--- config.mk ---
export PLATFORM = sky130hd
export DESIGN_NAME = nnis_front
export DESIGN_NICKNAME = d
export VERILOG_FILES = /design/src/sv/nnis_pkg.sv /design/src/sv/nnis_front.sv
export SDC_FILE = /design/constraint.sdc
export NUM_CORES = 1
export LEC_CHECK = 0
export ABC_AREA = 0
export BUFFER_PORTS_ARGS = -buffer_cell sky130_fd_sc_hd__buf_2
export CAP_MARGIN = 20
export CELL_PAD_IN_SITES_DETAIL_PLACEMENT = 1
export CELL_PAD_IN_SITES_GLOBAL_PLACEMENT = 2
export CORE_AREA = 5 5 83 85
export CTS_BUF_LIST = sky130_fd_sc_hd__clkbuf_2
export DETAILED_ROUTE_END_ITERATION = 8
export DIE_AREA = 0 0 88 90
export GPL_ROUTABILITY_DRIVEN = 0
export GPL_TIMING_DRIVEN = 0
export PLACE_DENSITY = 0.86
export SLEW_MARGIN = 20
export SYNTH_ARGS = -nofsm -noshare
export SYNTH_HDL_FRONTEND = slang
export SYNTH_SLANG_ARGS = --single-unit
--- constraint.sdc ---
create_clock -name i_clk -period 2 [get_ports i_clk]
set_input_delay 0.3 -clock i_clk [delete_from_list [all_inputs] [get_ports i_clk]]
set_output_delay 0.3 -clock i_clk [all_outputs]
set_load 0.02 [all_outputs]
--- src/sv/nnis_pkg.sv ---
// ----------------------------------------------------------------------------
// nnis_pkg
// Shared types and constants of the nearest-neighbor image scaler.
// ----------------------------------------------------------------------------
package nnis_pkg;

    localparam int MAX_WIDTH  = 256;
    localparam int MAX_HEIGHT = 256;

    localparam int COL_W   = $clog2(MAX_WIDTH);
    localparam int ROW_W   = $clog2(MAX_HEIGHT);
    localparam int ADDR_W  = COL_W + ROW_W;
    localparam int DIM_W   = 9;
    localparam int SCALE_W = 12;
    localparam int POS_W   = 12;
    localparam int FRAC_W  = 8;
    localparam int NUM_W   = POS_W + FRAC_W;
    localparam int DCNT_W  = $clog2(NUM_W + 1);
    localparam int IDX_W   = 2;
    localparam int DATA_W  = SCALE_W;
    localparam int DEPTH   = MAX_WIDTH * MAX_HEIGHT;

    localparam logic [IDX_W-1:0] REG_IN_WIDTH  = 2'd0;
    localparam logic [IDX_W-1:0] REG_IN_HEIGHT = 2'd1;
    localparam logic [IDX_W-1:0] REG_SCALE_Q8  = 2'd2;

    typedef struct packed {
        logic [7:0] red;
        logic [7:0] green;
        logic [7:0] blue;
    } t_pix;

    typedef enum logic {
        K_LOAD,
        K_EMIT
    } t_kind;

    typedef struct packed {
        t_kind kind;
        t_pix  pix;
    } t_cmd;

    typedef struct packed {
        logic [DIM_W-1:0]   eff_w;
        logic [DIM_W-1:0]   eff_h;
        logic [SCALE_W-1:0] scale;
    } t_cfg;

    typedef struct packed {
        t_pix pix;
        logic row_end;
        logic last;
        logic empty_res;
    } t_res;

    typedef enum logic [2:0] {
        ST_IDLE,
        ST_START,
        ST_DIV,
        ST_READ,
        ST_RDATA
    } t_state;

endpackage

--- src/sv/nnis_front.sv ---
// ----------------------------------------------------------------------------
// nnis_front
// Accepts input beats, tags each as a load or an emit command and holds
// them in a two-entry queue for the back end.
// ----------------------------------------------------------------------------
module nnis_front
    import nnis_pkg::*;
(
    input  logic       i_clk,
    input  logic       i_rst_n,
    input  logic       i_push,
    input  logic       i_mode,
    input  t_pix       i_pix,
    output logic       o_full,
    output logic       o_valid,
    output t_cmd       o_cmd,
    input  logic       i_take
);

    t_cmd       r_q [2];
    logic       r_wp;
    logic       r_rp;
    logic [1:0] r_cnt;
    logic       n_wp;
    logic       n_rp;
    logic [1:0] n_cnt;
    logic       push_ok;
    logic       take_ok;
    t_cmd       new_cmd;

    assign o_full  = (r_cnt == 2'd2);
    assign o_valid = (r_cnt != 2'd0);
    assign o_cmd   = r_q[r_rp];
    assign push_ok = i_push && !o_full;
    assign take_ok = i_take && o_valid;

    always_comb begin
        new_cmd.kind = i_mode ? K_EMIT : K_LOAD;
        new_cmd.pix  = i_pix;
        n_wp  = push_ok ? ~r_wp : r_wp;
        n_rp  = take_ok ? ~r_rp : r_rp;
        n_cnt = r_cnt;
        if (push_ok && !take_ok) begin
            n_cnt = r_cnt + 2'd1;
        end else if (take_ok && !push_ok) begin
            n_cnt = r_cnt - 2'd1;
        end
    end

    always_ff @(posedge i_clk) begin
        if (!i_rst_n) begin
            r_wp  <= 1'b0;
            r_rp  <= 1'b0;
            r_cnt <= 2'd0;
        end else begin
            r_wp  <= n_wp;
            r_rp  <= n_rp;
            r_cnt <= n_cnt;
        end
    end

    always_ff @(posedge i_clk) begin
        if (push_ok) begin
            r_q[r_wp] <= new_cmd;
        end
    end

endmodule

# After elaboration in Yosys (flattened, before gate mapping)
# Memory sizes are Yosys's and may differ from the RTL's. A register that Yosys moved wholly into a read port is not among the register bits.
# Index checks and enable logic that the tools add are counted.
dict set report totals {
  register_bits 4
  ram_bits 50
  in_bits 29
  n_memories 1
}
# memory depth width rd rd_clocked_by_memory_dff write_ports line
set mem_list {}
lappend mem_list {r_q 2 25 1 1 1 nnis_front.sv:20} ;# t_cmd r_q [2];
dict set report classes {
  n_addsub 2
  eq_ne 1
  n_mux 7
  n_bitwise 2
  n_reduce_logical 9
}
# operator count
set op_table {}
lappend op_table {{$mux 1} 5}
lappend op_table {{$logic_and 1x1->1} 4}
lappend op_table {{$mux 2} 2}
lappend op_table {{$reduce_bool 2->1} 2}
lappend op_table {{$logic_not 1->1} 3}
lappend op_table {{$add 2x1->2 const B} 1}
lappend op_table {{$eq 2x2->1 const B} 1}
lappend op_table {{$not 1->1} 2}
lappend op_table {{$sub 2x1->2 const B} 1}

# Longest topological paths before layout
# Gate-level depths: netlist (run 1).
dict set report depth {
  ltp_word 7
  ltp_mapped 7
  depth_no_buf 7
}

# Worst setup path before layout (run 1)
# Ideal clock, no wire load.
dict set report synth_path {
  kind {register to register}
  start {register r_cnt[0]}
  end {memory r_q[0][0] (netlist bit) (enable)}
  setup_ns 0.405
  t_arrival_ns 1.648
  setup_slack_ns -0.053
  path_stages_with_launch 4
  path_cell_list {dfxtp_1 -> nand2b_1 -> inv_2 -> nor3_2}
}
dict set report synth_via {
  elab_chain_cells 5
}
# item line
set synth_lines {}
lappend synth_lines {{from (decl)} nnis_front.sv:23} ;# logic [1:0] r_cnt;
lappend synth_lines {{from (signal assigned)} nnis_front.sv:58} ;# r_cnt <= n_cnt;
lappend synth_lines {{$eq 2x2->1} nnis_front.sv:31} ;# assign o_full = (r_cnt == 2'd2);
lappend synth_lines {{via o_full} nnis_front.sv:14} ;# output logic o_full,
lappend synth_lines {{$logic_not 1->1} nnis_front.sv:34} ;# assign push_ok = i_push && !o_full;
lappend synth_lines {{$logic_and 1x1->1} nnis_front.sv:34}
lappend synth_lines {{$mux 1} nnis_front.sv:63} ;# if (push_ok) begin
lappend synth_lines {{$mux 1 (not written as such)} nnis_front.sv:64} ;# r_q[r_wp] <= new_cmd;
lappend synth_lines {{to (decl)} nnis_front.sv:20}
# The timed path passes the listed nets, and every way through them passes these cells.

==> metrics, run 1 <==
max incr delay on CP=between 0.3 and 0.4 ns; clock tree sinks=55; pin count of the biggest net entering global routing=26; CP arrival=1.57 ns; CP max FO=10; Post-Layout Cell Count=about 270; clock tree from TritonCTS=done; pwr dens=1129 nW/µm²; DP Wirelength=2.929 mm; Rows=29; maximum root-to-sink buffer count=2; post-layout util=44.71%; Critical Path RT=1.70 ns; Worst R2R End=r_q[0][24]$_DFFE_PP_; Skew-Pair Late Insertion Delay=0.42 ns; Clock Skew=0.01101 ns; H-Tree Level Count=2; Final Cycle Share=between 90 and 100%; Cells after Synth=103; first-pass GRT wire length=6.410 mm; Starting Density=33.26%; Fmax achieved=534.3 MHz; final setup vio count=0; Hold Crit Class=in -> reg; chip width=88 µm; Antenna Cells=0; Clk pin slew, worst setup/hold paths=0.26 ns; hold depth=1; Post-DRT Antenna Nets=0; leakage=1.043 nW; Total Nets Final=219; vias per inst=4.476; Critical-path top delay cell=dfxtp_2; Total GRT Usage=a little over a tenth; Multi-input gate area=417.9 µm²; min setup slack post-route=around 0.13 ns; Hold EP=r_q[0][4]$_DFFE_PP_; Slew @ Worst Pin=~0.76 ns; Port Buffers=55; # fillers=approximately 640; CP cell instances=buf_6, buf_8, mux2_2, buf_2; vias in the first global route=1303; First-pass DRT Iterations=3; layout cells sized above 1=52.11%; final WL=between 4 and 5 mm; Area Growth Syn to Fin=34.42%; Crit path max-delay family=buffers and inverters; core area=6132 µm²; Worst IR Drop VDD=0.4661 mV; yosys warns=0; status=complete, no violations; Netlist Area Pre-Place=about 2000 µm²; worst reg2reg startpoint=r_cnt[0]$_SDFFE_PN0P_; FF-to-FF path depth=4; RSZ-0062 raised after global routing=false; DIE AREA=7920 µm²; Setup crit end kind=primary output; Post-Synthesis Net Count=around 130; Final Hold Vio Count=0; min-delay src=i_pix[4]; crit path buf inv count=3; initial antenna violation count=0; Period minus WS final=about 1.9 ns; type of the worst setup path=reg -> out; Yosys reg bits=55; Rel. slew slack=48.90%; Initial DRC Count=31; FF-to-FF setup slack=around 0.22 ns; pre-CTS setup slack=0.1477 ns; post-route cell area=2741 µm²; startpoint types=flop; Placed Area=around 2400 µm²; TritonCTS Buffers=5; placed cells=236; WHS=0.05627 ns; Register Area=1603 µm²; root buf cell=clkbuf_2; Synth cell types=22; sequential-to-total area share from yosys stat=78.53%; DIE HEIGHT=around 90 µm; Post-route DRC=0; GR Overflow Total=0; mean routed wirelength per cell=between 15 and 20 µm; num ports=56; via count=between 1000 and 1500; Syn Area/Cell=around 20 µm²; max-cap violations=0; fin. max-slew vios=0
==> logic make-up after synthesis <==
kind of cell	share of synthesized area [%]
compound gates	1.595
xor+xnor	1.289
fa+ha+maj	0.6134
buf+inv	1.349
flops	78.53
mux	13.80
simple gates	2.823
==> metrics by stage <==
stage | power, mW | TNS (ns)
after floorplan | 2.243 | 0
after global routing | 3.278 | 0
after global placement | 2.549 | -3.779
final | 3.095 | 0
after CTS | 3.117 | 0
after detailed placement | 2.615 | 0
==> cells in the final DEF (no fill, tap or decap), types with 2 or more instances in the layout <==
master	netlist	final
dfxtp_1	5	4
xnor2_1	2	2
buf_2	1	55
mux2_2	25	25
and2_1	3	3
clkbuf_2	0	5
edfxtp_1	50	50
dlygate4sd3_1	0	20
buf_4	2	3
==> cell type report <==
type	count	share of cell area [%]
Buffer	3	1.689
Clock buffer	5	0.9128
Clock inverter	3	0.7303
Inverter	2	0.2738
Multi-Input combinational cell	43	15.24
Sequential cell	55	58.47
Tap cell	77	3.514
Timing Repair Buffer	79	19.17
==> synthesized netlist by cell type <==
cell type	n	share of area (%)
edfxtp_1	50	74
mux2_2	25	14
dfxtp_1	5	4.9
and2_1	3	0.92
buf_4	2	0.74
xnor2_1	2	0.86
a21boi_0	1	0.37
a21boi_1	1	0.37
and3_1	1	0.31
buf_2	1	0.25
ha_1	1	0.61
inv_1	1	0.18
inv_2	1	0.18
nand2b_1	1	0.31
nor2_1	1	0.18
nor3_2	1	0.49
o21a_1	1	0.37
o21ai_0	1	0.25
o21ai_1	1	0.25
or2_2	1	0.31
or3_1	1	0.31
xor2_1	1	0.43
==> where the power goes <==
| part | internal [mW] | leakage, nW | switching [mW] | total (mW) |
|---|---|---|---|---|
| registers | 1.45 | 0.509 | 0.0591 | 1.51 |
| logic | 0.540 | 0.508 | 0.622 | 1.16 |
| clock network | 0.0845 | 0.0266 | 0.340 | 0.424 |
| total | 2.07 | 1.04 | 1.02 | 3.10 |
==> registers in the layout, summed over array words and instances (netlist names), named ones only <==
signal  count
r_rp        1
r_q        50
r_cnt       2
r_wp        1
==> worst reg2reg max path: cells and delay by family (launching register included) <==
family / cells / cell delay [ns]
simple gates: 2 / 0.78
flops: 1 / 0.47
buf+inv: 2 / 0.30
==> worst max-delay path by stage <==
| stage | start | end | slack [ns] | depth (start not counted) |
|---|---|---|---|---|
| 6_report | flop | o_cmd[13] | 0.13 | 4 |
| 5_1_grt | flop | o_cmd[9] | 0.009 | 4 |
| 4_1_cts | flop | o_cmd[20] | 0.02 | 4 |
| 3_5_place_dp | r_cnt[0]$_SDFFE_PN0P_ | r_q[0][9]$_DFFE_PP_ | 0.15 | 4 |
| 3_3_place_gp | r_cnt[0]$_SDFFE_PN0P_ | r_q[0][9]$_DFFE_PP_ | -0.09 | 3 |
| 2_1_floorplan | r_cnt[0]$_SDFFE_PN0P_ | r_q[0][0]$_DFFE_PP_ | 0.33 | 3 |
==> timing repair <==
action,CTS,global route
hold buffers,13,7
hold endpoints to repair,22,13
buffers inserted,0,3
setup endpoints to repair,20,20
resized for setup,6,2
==> per-layer routing <==
layer / vias to the layer above / part of all wire [%] / track usage, %
li1: 566 / - / -
met1: 585 / 37 / 11.14
met2: 39 / 56 / 20.04
met3: 5 / 6.3 / 3.382
met4: 0 / 1.1 / 3.069
met5: - / 0 / 0
(Power assumes the default switching activity.)
==> run 2: changes to the inputs <==
--- a/config.mk
+++ b/config.mk
@@ -17,7 +17,8 @@
 export GPL_ROUTABILITY_DRIVEN = 0
 export GPL_TIMING_DRIVEN = 0
 export PLACE_DENSITY = 0.86
-export SLEW_MARGIN = 20
+export RECOVER_POWER = 50
+export SLEW_MARGIN = 30
 export SYNTH_ARGS = -nofsm -noshare
 export SYNTH_HDL_FRONTEND = slang
 export SYNTH_SLANG_ARGS = --single-unit
==> metrics, run 2 (synthesized netlist as in run 1, its figures left out) <==
First-pass DRT Iterations=3 (unchanged); Post-route DRC=0 (unchanged); pwr dens=1137 nW/µm² (+0.68%); Total Nets Final=220 (+0.46%); max-cap violations=0 (unchanged); Clk pin slew, worst setup/hold paths=0.25 ns (about the same); Post-DRT Antenna Nets=0 (unchanged); DIE HEIGHT=90 µm (unchanged); Skew-Pair Late Insertion Delay=0.43 ns (about the same); Slew @ Worst Pin=0.6331 ns (-0.1308 ns); GR Overflow Total=0 (unchanged); most common cell after layout, fill and taps aside=edfxtp_1; startpoint types=flop; pre-CTS setup slack=0.3708 ns (+0.2231 ns); Area Growth Syn to Fin=32.76%; first-pass GRT wire length=6.672 mm (+4.1%); clock tree sinks=55 (unchanged); vias in the first global route=1377 (+5.7%); Register Area=1603 µm² (unchanged); RSZ-0062 raised after global routing=false; type of the worst setup path=reg -> out; most frequent cells in the layout=edfxtp_1, buf_2, mux2_2; TritonCTS Buffers=5 (unchanged); min setup slack post-route=0.1247 ns (-0.003577 ns); Clock Skew=0.01418 ns (+0.003171 ns); maximum root-to-sink buffer count=2 (unchanged); Final Hold Vio Count=0 (unchanged); vias per inst=4.567 (+2.0%); DIE AREA=7920 µm² (unchanged); DP Wirelength=2.988 mm (+2.0%); CP max FO=10 (unchanged); mean routed wirelength per cell=16.19 µm (-0.24%); Rel. slew slack=57.79% (+8.9 points); H-Tree Level Count=2 (unchanged); clock tree from TritonCTS=done; met3 Track Usage GR=3.473% (+0.091 points); Fmax achieved=533.3 MHz (-0.19%); Total GRT Usage=11.13% (+0.41 points); met2 usage=21.48% (+1.4 points); Port Buffers=55 (unchanged); Antenna Cells=0 (unchanged); Multi-input gate area=406.6 µm² (-2.7%); leakage=0.9954 nW (-4.5%); Final Cycle Share=93.76% (+0.18 points); Critical Path RT=1.70 ns (about the same); Rows=29 (unchanged); Worst IR Drop VDD=0.3853 mV (-17%); layout cells sized above 1=42.41% (-9.7 points); core area=6132 µm² (unchanged); final WL=4.338 mm (+0.14%); Most flops, register=r_q; Hold Crit Class=in -> reg; num ports=56 (unchanged); CP arrival=1.58 ns (about the same); final setup vio count=0 (unchanged); met1 GRT Util=11.01% (-0.13 points); via count=1224 (+2.4%); chip width=88 µm (unchanged); Starting Density=33.26% (unchanged); Largest register FFs=50 (unchanged); root buf cell=clkbuf_2; Initial DRC Count=24 (-23%); Setup crit end kind=primary output; Period minus WS final=1.875 ns (+0.003577 ns); most used routing layer=met2; post-layout util=44.15% (-0.55 points); initial antenna violation count=0 (unchanged); pin count of the biggest net entering global routing=26 (unchanged); # fillers=641 (-0.31%); fin. max-slew vios=0 (unchanged); status=complete, no violations; Top Registers=r_q x50, r_cnt x2
run 2: critical path, cell delays in order, from the launching register on:
cell	delay (ns)
dfxtp_2	0.39
buf_8	0.12
buf_8	0.14
mux2_2	0.34
buf_2	0.16
run 2: per-stage QoR:
stage	total power, mW	setup TNS [ns]	instances	hold slack [ns]	cell area (µm²)
floorplan	2.243	0	103	0.3989	2046
global placement	2.549	-3.779	235	0.4878	2417
detailed placement	2.609	0	237	0.4914	2441
CTS	3.111	0	261	0.0008490	2664
global route	3.263	0	268	0.006401	2708
finish	3.078	0	268	0.05788	2708
run 2: worst paths after layout:
path	startpoint	end	slack, ns	cells after the start
worst min register to register	r_cnt[1]$_SDFFE_PN0P_	r_cnt[1]$_SDFFE_PN0P_	0.53	2
worst max-delay path	flop	o_cmd[9]	0.12	4
worst min-delay path	i_pix[4]	r_q[0][4]$_DFFE_PP_	0.06	1
worst max register to register	r_cnt[0]$_SDFFE_PN0P_	r_q[0][1]$_DFFE_PP_	0.31	4
run 2: per-layer routing:
layer / vias to the layer above / share of wire [%]
li1: 564 / -
met1: 612 / 36
met2: 43 / 56
met3: 5 / 6.5
met4: 0 / 0.97
met5: - / 0
run 2: what timing repair did:
action / 4_1_cts / 5_1_grt
resized for setup: 5 / 4
setup endpoints to repair: 20 / 20
endpoints found under the hold margin: 30 / 7
buffers inserted: 0 / 3
hold buffers: 16 / 4
run 2: layout make-up:
| type | count | area share, % |
|---|---|---|
| Buffer | 3 | 1.848 |
| Clock buffer | 5 | 0.9242 |
| Clock inverter | 3 | 0.7394 |
| Inverter | 2 | 0.2773 |
| Multi-Input combinational cell | 43 | 15.02 |
| Sequential cell | 55 | 59.20 |
| Tap cell | 77 | 3.558 |
| Timing Repair Buffer | 80 | 18.44 |
run 2: where the power goes:
| part | switching, mW | internal, mW | total, mW |
|---|---|---|---|
| Combinational | 0.622 | 0.527 | 1.15 |
| Clock | 0.339 | 0.0845 | 0.423 |
| Sequential | 0.0567 | 1.45 | 1.51 |
==> run 3: changes to the inputs <==
--- a/config.mk
+++ b/config.mk
@@ -6,17 +6,16 @@
 export NUM_CORES = 1
 export LEC_CHECK = 0
 export ABC_AREA = 0
-export BUFFER_PORTS_ARGS = -buffer_cell sky130_fd_sc_hd__buf_2
 export CAP_MARGIN = 20
 export CELL_PAD_IN_SITES_DETAIL_PLACEMENT = 1
 export CELL_PAD_IN_SITES_GLOBAL_PLACEMENT = 2
-export CORE_AREA = 5 5 83 85
+export CORE_AREA = 5 5 76 78
 export CTS_BUF_LIST = sky130_fd_sc_hd__clkbuf_2
 export DETAILED_ROUTE_END_ITERATION = 8
-export DIE_AREA = 0 0 88 90
-export GPL_ROUTABILITY_DRIVEN = 0
+export DIE_AREA = 0 0 81 83
+export DONT_BUFFER_PORTS = 1
 export GPL_TIMING_DRIVEN = 0
-export PLACE_DENSITY = 0.86
+export PLACE_DENSITY = 0.85
 export RECOVER_POWER = 50
 export SLEW_MARGIN = 30
 export SYNTH_ARGS = -nofsm -noshare
==> metrics, run 3 (synthesized netlist as in run 1, its figures left out) <==
FF-to-FF path depth=6 (+2); # fillers=493 (-23%); Critical Path RT=1.70 ns (about the same); layout cells sized above 1=29.50% (-13 points); max-cap violations=0 (unchanged); Starting Density=40.71% (+7.5 points); total power=2.856 mW (-7.2%); min setup slack post-route=0.1331 ns (+0.008343 ns); status=complete, no violations; Worst R2R End=r_cnt[1]$_SDFFE_PN0P_; most frequent cells in the layout=edfxtp_1, dlygate4sd3_1, mux2_2; Period minus WS final=1.867 ns (-0.008343 ns); Area Growth Syn to Fin=21.41%; First-pass DRT Iterations=3 (unchanged); core area=5010 µm² (-18%); H-Tree Level Count=2 (unchanged); Hold EP=r_wp$_SDFFE_PN0P_; Multi-input gate area=417.9 µm² (+2.8%); placed cells=175 (-26%); hold depth=2 (+1); Initial DRC Count=24 (unchanged); num ports=56 (unchanged); chip width=81 µm (-8.0%); first-pass GRT wire length=5.837 mm (-13%); Rows=26 (-10%); Post-Layout Cell Count=209 (-22%); Largest register FFs=50 (unchanged); post-layout util=49.43% (+5.3 points); root buf cell=clkbuf_2; initial antenna violation count=0 (unchanged); Slew @ Worst Pin=0.6092 ns (-0.02393 ns); Fmax achieved=535.6 MHz (+0.45%); post-route cell area=2476 µm² (-8.5%); CP arrival=1.57 ns (about the same); Clk pin slew, worst setup/hold paths=0.24 ns (about the same); Register Area=1602 µm² (about the same); Skew-Pair Late Insertion Delay=0.44 ns (about the same); RSZ-0062 raised after global routing=false; maximum root-to-sink buffer count=2 (unchanged); final setup vio count=0 (unchanged); Worst IR Drop VDD=0.4768 mV (+24%); DIE AREA=6723 µm² (-15%); clock tree sinks=55 (unchanged); mean routed wirelength per cell=17.87 µm (+10%); Port Buffers=0 (-100%); most common cell after layout, fill and taps aside=edfxtp_1; DIE HEIGHT=83 µm (-7.8%); GR Overflow Total=0 (unchanged); via count=1005 (-18%); Total GRT Usage=11.68% (+0.54 points); WHS=0.1198 ns (+0.06192 ns); final WL=3.734 mm (-14%); Placed Area=2161 µm² (-11%); worst reg2reg startpoint=r_cnt[0]$_SDFFE_PN0P_; FF-to-FF setup slack=0.20 ns (-0.11 ns); min-delay src=i_push; Clock Skew=0.03075 ns (+0.01656 ns); Setup crit end kind=primary output; post-CTS setup buffer count=0 (unchanged); clock tree from TritonCTS=done; leakage=0.8382 nW (-16%); Antenna Cells=0 (unchanged); Hold Crit Class=in -> reg; Final Cycle Share=93.35% (-0.42 points); DP Wirelength=2.505 mm (-16%); Placer Congestion=0.6878; startpoint types=flop; pin count of the biggest net entering global routing=26 (unchanged); type of the worst setup path=reg -> out; Final Hold Vio Count=0 (unchanged); pre-CTS setup slack=0.3193 ns (-0.05150 ns); setup TNS=0 ns (unchanged); Most flops, register=r_q; Post-route DRC=0 (unchanged); TritonCTS Buffers=5 (unchanged); fin. max-slew vios=0 (unchanged); Total Nets Final=168 (-24%); Rel. slew slack=59.39% (+1.6 points); pwr dens=1153 nW/µm² (+1.5%); vias per inst=4.809 (+5.3%); Post-DRT Antenna Nets=0 (unchanged); vias in the first global route=1162 (-16%); CP max FO=10 (unchanged); Top Registers=r_q x50, r_cnt x2
==> run 3: what timing repair did <==
item | in CTS | in global routing
resized for setup | 0 | 2
hold endpoints to repair | 55 | 0
hold buffers | 26 | 0
setup endpoints to repair | 0 | 20
==> run 3: power breakdown <==
group / total [mW] / internal, mW / switching (mW) / leakage, nW
clock: 0.432 / 0.0922 / 0.340 / 0.0333
sequential: 1.50 / 1.45 / 0.0571 / 0.508
combinational: 0.920 / 0.359 / 0.561 / 0.297
total: 2.86 / 1.90 / 0.958 / 0.838
==> run 3: how the worst max path moves through the flow <==
stage / from / to / depth (start not counted)
final: flop / o_cmd[6] / 3
after global routing: flop / o_cmd[6] / 3
after CTS: flop / o_cmd[6] / 3
after detailed placement: r_cnt[0]$_SDFFE_PN0P_ / r_q[0][4]$_DFFE_PP_ / 5
after global placement: r_cnt[0]$_SDFFE_PN0P_ / r_q[0][10]$_DFFE_PP_ / 3
after floorplan: r_cnt[0]$_SDFFE_PN0P_ / r_q[0][0]$_DFFE_PP_ / 3
==> run 3: area by class of cell <==
type,count,area share [%]
inverter,2,0.3032
buffer,3,1.112
clock inverter,3,0.9096
timing repair buffer,28,11.57
multi-input combinational,43,16.88
sequential,55,64.68
clock buffer,5,1.011
tap,70,3.537
==> run 3: routing by layer <==
| layer | global-route usage (%) | up-vias | wire [µm] |
|---|---|---|---|
| met5 | 0 | - | 0 |
| met4 | 3.687 | 0 | 56 |
| met3 | 5.087 | 6 | 262 |
| met2 | 21.28 | 32 | 2081 |
| met1 | 11.55 | 506 | 1334 |
| li1 | - | 461 | - |
==> run 3: critical path, stage by stage, from the launching register on <==
cell and delay, ns:
dfxtp_1 0.36, buf_2 0.20, buf_6 0.19, mux2_2 0.41
